$ cat src/sv/fspa_pkg.sv
package fspa_pkg;

  // field widths
  localparam int SLOT_W = 12;
  localparam int RUN_W = 9;
  localparam int LINK_W = SLOT_W + 1;
  localparam int REQ_W = 16;
  localparam int STATUS_W = 2;

  // pool geometry
  localparam int PAGE_SLOTS = 256;
  localparam int MAX_PAGES = 16;
  localparam int PAGES_W = $clog2(MAX_PAGES + 1);
  localparam int STORE_DEPTH = 1 << SLOT_W;
  localparam int ENTRY_W = RUN_W + LINK_W;

  // configuration port
  localparam int CFG_AW = 3;
  localparam int CFG_DW = 32;
  localparam logic CFG_IDX_MAX_REQ = 1'b0;
  localparam logic CFG_IDX_SLOTS = 1'b1;
  localparam logic [REQ_W-1:0] MAX_REQ_RESET = 16'd64;
  localparam logic [RUN_W-1:0] SLOTS_RESET = 9'd256;

  // operation codes
  localparam logic OP_ALLOC = 1'b0;
  localparam logic OP_FREE = 1'b1;

  typedef enum logic [STATUS_W-1:0] {
    STATUS_OK = 2'd0,
    STATUS_TOO_LARGE = 2'd1,
    STATUS_NO_PAGES = 2'd2
  } status_t;

  typedef struct packed {
    logic operation;
    logic [REQ_W-1:0] request_bytes;
    logic [SLOT_W-1:0] freed_slot;
  } req_t;

  typedef struct packed {
    logic [SLOT_W-1:0] granted_slot;
    status_t status;
  } rsp_t;

  typedef struct packed {
    logic [REQ_W-1:0] max_request_bytes;
    logic [RUN_W-1:0] slots_per_page;
  } cfg_t;

  // one free-list entry: run length and link (msb is the link valid flag)
  typedef struct packed {
    logic [RUN_W-1:0] run;
    logic [LINK_W-1:0] link;
  } entry_t;

  // run length of a freshly claimed page, clamped into range
  function automatic logic [RUN_W-1:0] page_run(input logic [RUN_W-1:0] spp);
    logic [RUN_W-1:0] n;
    n = spp;
    if (spp == '0) begin
      n = RUN_W'(1);
    end else if (32'(spp) > PAGE_SLOTS) begin
      n = RUN_W'(PAGE_SLOTS);
    end
    return n;
  endfunction

endpackage

$ cat src/sv/fspa_cfg_regs.sv
module fspa_cfg_regs (
  input  logic                          clk,
  input  logic                          rst_n,
  input  logic                          psel,
  input  logic                          penable,
  input  logic                          pwrite,
  input  logic [fspa_pkg::CFG_AW-1:0]   paddr,
  input  logic [fspa_pkg::CFG_DW-1:0]   pwdata,
  output logic [fspa_pkg::CFG_DW-1:0]   prdata,
  output logic                          pready,
  output fspa_pkg::cfg_t                cfg
);

  logic [fspa_pkg::REQ_W-1:0] max_req_r;
  logic [fspa_pkg::RUN_W-1:0] slots_r;
  logic wr_en;
  logic reg_idx;

  assign pready = 1'b1;
  assign wr_en = psel && penable && pwrite;
  // registers sit on 4-byte boundaries, low address bits ignored
  assign reg_idx = paddr[2];

  // register writes
  always_ff @(posedge clk) begin
    if (!rst_n) begin
      max_req_r <= fspa_pkg::MAX_REQ_RESET;
      slots_r <= fspa_pkg::SLOTS_RESET;
    end else if (wr_en) begin
      case (reg_idx)
        fspa_pkg::CFG_IDX_MAX_REQ: max_req_r <= pwdata[fspa_pkg::REQ_W-1:0];
        fspa_pkg::CFG_IDX_SLOTS: slots_r <= pwdata[fspa_pkg::RUN_W-1:0];
        default: ;
      endcase
    end
  end

  // read mux
  always_comb begin
    case (reg_idx)
      fspa_pkg::CFG_IDX_MAX_REQ: prdata = fspa_pkg::CFG_DW'(max_req_r);
      fspa_pkg::CFG_IDX_SLOTS: prdata = fspa_pkg::CFG_DW'(slots_r);
      default: prdata = '0;
    endcase
  end

  assign cfg.max_request_bytes = max_req_r;
  assign cfg.slots_per_page = slots_r;

endmodule

$ cat config.mk
export PLATFORM = sky130hd
export DESIGN_NAME = fspa_cfg_regs
export DESIGN_NICKNAME = d
export VERILOG_FILES = /design/src/sv/fspa_pkg.sv /design/src/sv/fspa_cfg_regs.sv
export SDC_FILE = /design/constraint.sdc
export NUM_CORES = 1
export LEC_CHECK = 0
export BUFFER_PORTS_ARGS = -buffer_cell sky130_fd_sc_hd__buf_2
export CAP_MARGIN = 20
export CORE_MARGIN = 1
export CORE_UTILIZATION = 42
export DETAILED_ROUTE_END_ITERATION = 10
export GPL_TIMING_DRIVEN = 0
export PLACE_DENSITY = 0.84
export REMOVE_ABC_BUFFERS = 1
export SLEW_MARGIN = 5
export SYNTH_ARGS = -nofsm -noshare
export SYNTH_HDL_FRONTEND = slang
export SYNTH_SLANG_ARGS = --single-unit
$ cat constraint.sdc
create_clock -name clk -period 1.6 [get_ports clk]
set_input_delay 0 -clock clk [delete_from_list [all_inputs] [get_ports clk]]
set_output_delay 0 -clock clk [all_outputs]
set_load 0.01 [all_outputs]
==> results.yml, run 1 <==
outcome:
  status: "finished with violations"
  violations: "design-rule violations"
floorplan:
  boundaryPins: 98
  initial_core_util_pct: 45.6
  fp.dieW_um: 57.4
  rows: 19
  die-area_mm2: 0.00330
  core_area_mm2: 0.00283
  die_h_um: 57.4
synth:
  yosysSeqAreaShare_pct: 38.8
  yosysWarnings: 0
  synth-seq-cells: 25
  avgSynthCellArea_um2: 9.21
  synthTopCellsByArea: "dfxtp_1, mux2i_1, nand2_1"
  synthCells: 140
  synth_top_area_cell: "dfxtp_1"
  synth_cell_types: 13
  synth_top_area_share_pct: 38.8
  syn_area_mm2: 0.00129
detailed_routing:
  wl_mm: 2.72
  vias_per_cell: 4.57
  vias: 1102
  first_pass_iters: 7
  drcViolationCount: 9
  antenna_left: 0
  wl_per_cell_um: 11.3
  drtIter0Drc: 36
global_route:
  first_global_vias: 1018
  grt_max_degree: 44
  grt_first_pass_wirelength_mm: 4.40
  grt_overflow: 0
  grt_antenna_before_repair: 0
  grt_use_total_pct: 16.9
setup_path:
  rr_worst_depth: 2
  worstSetupStartpointType: "input pin"
  cp_max_fo: 18
  end_kind: "flip-flop"
  crit_required_ns: 1.84
  arrival_ns: 1.47
  path_class: "in2reg"
run:
  maxCapViolations: 0
clock_tree:
  clk_latency_ns: 0.30
  cts.htree.levels: 1
  tritoncts: "built"
  clockRootBuffer: "clkbuf_4"
  cts_made_buffers: 3
  cts_buffer_depth: 2
  path_clk_slew_ns: 0.13
  cts_sinks: 25
  cts_resized: 0
place:
  dpl_cell_area_mm2: 0.00150
  dp_cells: 221
  dp_hpwl_mm: 1.69
  place_congestion: 0.634
  port_buffers: 62
timing:
  fin_crit_ns: 1.23
  finalCritPeriodShare_pct: 76.7
  fin_tns_setup_ns: 0
  setup_viol: 0
  fin_hold_ws_ns: 0.255
  rsz0062_at_grt: "false"
  max-slew-margin-rel_pct: 33.3
  hold_violations: 0
  fin_skew_ns: 0
  fmax_mhz: 815
  worst_pin_slew_ns: 0.999
  slew_viol_final: 0
final_layout:
  fillers: 251
  final_cell_mix: "buf_2, nand2_1, mux2i_1, dfxtp_1, conb_1"
  area_growth_pct: 30.5
  finalInstanceArea_mm2: 0.00168
  final_cell_count_no_fill: 241
  layout_commonest_cell: "buf_2"
  n_antenna_cell: 0
  nets: 251
  drive_above_1_share_pct: 35.2
hold_path:
  hold_class: "in2reg"
  hold-path-cell-count: 3
power:
  power_density_mw_per_mm2: 657
  power.total_w: 0.00111
  p_leak_nw: 0.889
  vdd_drop_max_mv: 0.279
==> per-stage QoR <==
| stage | setup slack (ns) | util [%] |
|---|---|---|
| 6_report | 0.373 | 59.5 |
| 5_1_grt | 0.240 | 59.5 |
| 4_1_cts | 0.340 | 59.5 |
| 3_5_place_dp | 0.0117 | 52.9 |
| 3_3_place_gp | 0.0268 | 52.9 |
| 2_1_floorplan | 0.563 | - |
==> layout make-up <==
type                    instances  area (um2)  area share (%)
clock buffers                   4        26.3            1.56
multi-input cells             103         647            38.4
flip-flops and latches         25         500            29.7
well taps                      31        38.8            2.30
repair buffers                 78         470            28.0
==> sequential cells by signal, summed over array words and instances (netlist names) <==
| name | cells |
|---|---|
| max_req_r | 16 |
| slots_r | 9 |
==> cell usage after synthesis <==
cell,number
buf_4,17
nand2_1,39
dfxtp_1,25
and4b_1,1
clkbuf_1,5
conb_1,2
mux2i_1,25
buf_2,2
nand4_1,1
nor2b_1,11
buf_6,2
buf_12,1
mux2_2,9
==> timing repair <==
item / CTS / global route
endpoints found under the hold margin: 25 / 0
buffers inserted: 0 / 0
endpoints found under the setup margin: 0 / 0
hold buffers: 16 / 0
==> cell families after synthesis <==
kind of cell	share of synthesized area (%)
and+or+nand+nor	17.9
muxes	27.3
buffers and inverters	15.4
DFF	38.8
other	0.582
==> where the power goes <==
part           internal [W]  total (W)  switching (W)
clock network     0.0000972   0.000275       0.000178
logic             0.0000889   0.000185      0.0000957
registers          0.000636   0.000645     0.00000895
total              0.000823    0.00111       0.000283
==> routing by layer <==
| metal | vias to the layer above | wire, um | track usage, % |
|---|---|---|---|
| met2 | 51 | 1380 | 32.6 |
| met4 | 0 | 2 | 5.23 |
| li1 | 556 | - | - |
| met5 | - | 0 | 0 |
| met3 | 2 | 168 | 2.04 |
| met1 | 493 | 1170 | 19.1 |
==> worst max-delay path: stages <==
cell and delay, ns:
buf_2 0.22, and4b_1 0.97, mux2i_1 0.27
==> path summary, 6_finish.rpt <==
check | slack [ns] | start | endpoint
max | 0.37 | paddr[2] | max_req_r[9]$_SDFFE_PN0P_
min reg2reg | 0.48 | max_req_r[12]$_SDFFE_PN0P_ | max_req_r[12]$_SDFFE_PN0P_
min | 0.25 | rst_n | max_req_r[1]$_SDFFE_PN0P_
max reg2reg | 0.95 | max_req_r[6]$_SDFFE_PN1P_ | max_req_r[6]$_SDFFE_PN1P_
Note: power is estimated with default switching activity, not from simulation.
==> inputs of run 2 (changes only) <==
ABC_AREA = 1   (was not set)
CORE_UTILIZATION = 37   (was 42)
PLACE_DENSITY = 0.76   (was 0.84)
clock period = 1 ns   (was 1.6 ns; I/O delays follow)
==> run 2 against run 1 <==
The flow now finishes without violations; sequential cell count did not move; die area rose by 23%; clock skew stayed put; critical path type is now reg2out; largest cell class unchanged.
==> results.yml, run 2 <==
synth:
  synth_edf_count: 0
  synth_top_area_cell: "dfxtp_1"
  syn_area_mm2: 0.00140
  synth_cell_types: 15
  yosysSeqAreaShare_pct: 35.7
  synth-seq-cells: 25
  yosysWarnings: 0
  synthTopCellsByArea: "dfxtp_1, nand2_1, nor2_1"
  synth.top_cells.by_count: "nand2_1, nor2_1, dfxtp_1, nand3_1, inv_1"
  synthCells: 217
  ys_async_sr_fraction_pct: 0
  synth-main-ff-cell: "dfxtp_1"
  avgSynthCellArea_um2: 6.47
  synth_top_area_share_pct: 35.7
setup_path:
  worstSetupStartpointType: "flip-flop"
  crit_slowest_cell: "dfxtp_1"
  cp_max_fo: 3
  path_cells: "nand2_1, nand2_1, buf_2"
  path_class: "reg2out"
  crit_required_ns: 1.00
  cp_common_cell: "nand2_1"
  cpPeakStageDelay_ns: 0.37
  end_kind: "output pin"
  arrival_ns: 0.88
detailed_routing:
  antenna_left: 0
  first_pass_iters: 4
  wl_mm: 2.99
  vias: 1371
  drtIter0Drc: 73
  vias_per_cell: 4.28
  drcViolationCount: 0
  wl_per_cell_um: 9.35
clock_tree:
  clk_latency_ns: 0.26
  cts.htree.levels: 1
  cts_setup_buffers: 0
  clockRootBuffer: "clkbuf_8"
  cts_buffer_depth: 2
  cts_sinks: 25
  cts_made_buffers: 3
  tritoncts: "built"
  path_clk_slew_ns: 0.09
power:
  internal_power_w: 0.00144
  power.total_w: 0.00200
  power_frac_seq_pct: 52.6
  clockPowerShare_pct: 29.7
  vdd_drop_max_mv: 0.515
  pwr-share-comb_pct: 17.7
  sw_frac_of_total_pct: 28.0
  switching_power_w: 0.000561
  power_density_mw_per_mm2: 1180
  p_leak_nw: 0.965
timing:
  finalCritPeriodShare_pct: 88.4
  setup_viol: 0
  worst_pin_slew_ns: 0.544
  fin_skew_ns: 0
  slew_viol_final: 0
  fmax_mhz: 1130
  max-slew-margin-rel_pct: 63.6
  hold_violations: 0
  fin_crit_ns: 0.884
  fin_ws_ns: 0.116
  rsz0062_at_grt: "false"
  fin_hold_ws_ns: 0.0422
global_route:
  grt_max_degree: 28
  top_usage_layer: "met2"
  grt_overflow: 0
  grt.met3_usage_pct: 2.17
  grt_use_total_pct: 15.7
  grt_use_met2_pct: 26.9
  grtUsageMet1_pct: 20.3
  first_global_vias: 1131
  grt_antenna_before_repair: 0
  grt_first_pass_wirelength_mm: 5.06
floorplan:
  die-area_mm2: 0.00404
  fp.dieW_um: 63.6
  core_area_mm2: 0.00366
  initial_core_util_pct: 38.3
  rows: 22
  boundaryPins: 98
  die_h_um: 63.6
final_layout:
  fillers: 409
  largest_register_ffs: 16
  largestRegisters: "max_req_r (16), slots_r (9)"
  final_cell_mix: "buf_2, nor2_1, nand2_1, nand3_1, dfxtp_1"
  largest_register: "max_req_r"
  multi_input_area_um2: 657
  n_antenna_cell: 0
  drive_above_1_share_pct: 25.7
  regArea_um2: 500
  nets: 313
  area_growth_pct: 20.5
  layout_commonest_cell: "buf_2"
place:
  dp_hpwl_mm: 2.00
  port_buffers: 62
  place_congestion: 0.663
  detailedPlace.worstSlack_ns: -0.324
run:
  maxCapViolations: 0
outcome:
  status: "completed"
hold_path:
  hold_class: "in2reg"
[run 2: power by group through the flow]
stage / clock (W) / combinational, W / sequential (W)
2_1_floorplan: 0 / 0.000178 / 0.00109
3_5_place_dp: 0 / 0.000352 / 0.00108
4_1_cts: 0.000629 / 0.000359 / 0.00105
5_1_grt: 0.000674 / 0.000404 / 0.00106
6_report: 0.000595 / 0.000356 / 0.00105
3_3_place_gp: 0 / 0.000347 / 0.00108
[run 2: what timing repair did]
item | CTS | global route
resized for setup | 1 | 0
hold buffers | 2 | 0
endpoints found under the setup margin | 18 | 0
endpoints found under the hold margin | 2 | 0
[run 2: cells by family after synthesis]
family / Yosys count / synth area share [%]
buffers and inverters: 53 / 21.6
AND/OR/NAND/NOR: 135 / 41.5
other: 2 / 0.535
flip-flops: 25 / 35.7
AO/OA/AOI/OAI: 2 / 0.713
[run 2: area by class of cell]
cell class              count  share of cell area, %
clock buffers               4                   2.66
inverters                  25                   5.70
multi-input cells         154                   38.8
flip-flops and latches     25                   29.6
well taps                  48                   3.55
repair buffers             64                   19.7
[run 2: layer usage]
layer | wire length, um | part of all wire (%)
met3 | 128 | 4.3
met1 | 1430 | 48
met2 | 1420 | 47
met5 | 0 | 0
met4 | 13 | 0.43
[run 2: worst max-delay path: cells and delay by family (launching register included)]
kind / cells / cell delay [ns]
buffers and inverters: 1 / 0.12
DFF: 1 / 0.37
and+or+nand+nor: 2 / 0.13
[run 2: through the flow]
step           cells  util, %  TNS, ns  instance area (um2)
3_3_place_gp     314     44.4    -5.44                 1620
4_1_cts          320     46.2        0                 1690
2_1_floorplan    204        -        0                 1250
3_5_place_dp     314     44.4    -5.35                 1620
6_report         320     46.2        0                 1690
5_1_grt          320     46.2        0                 1690
[run 2: path summary, 6_finish.rpt]
path	from	end	slack (ns)	cells past startpoint
worst max-delay path	max_req_r[7]$_SDFFE_PN0P_	prdata[7]	0.12	3
worst min-delay path	pwdata[14]	max_req_r[14]$_SDFFE_PN0P_	0.04	5
worst max register to register	slots_r[8]$_SDFFE_PN1P_	slots_r[8]$_SDFFE_PN1P_	0.40	2
worst min register to register	max_req_r[6]$_SDFFE_PN1P_	max_req_r[6]$_SDFFE_PN1P_	0.49	2
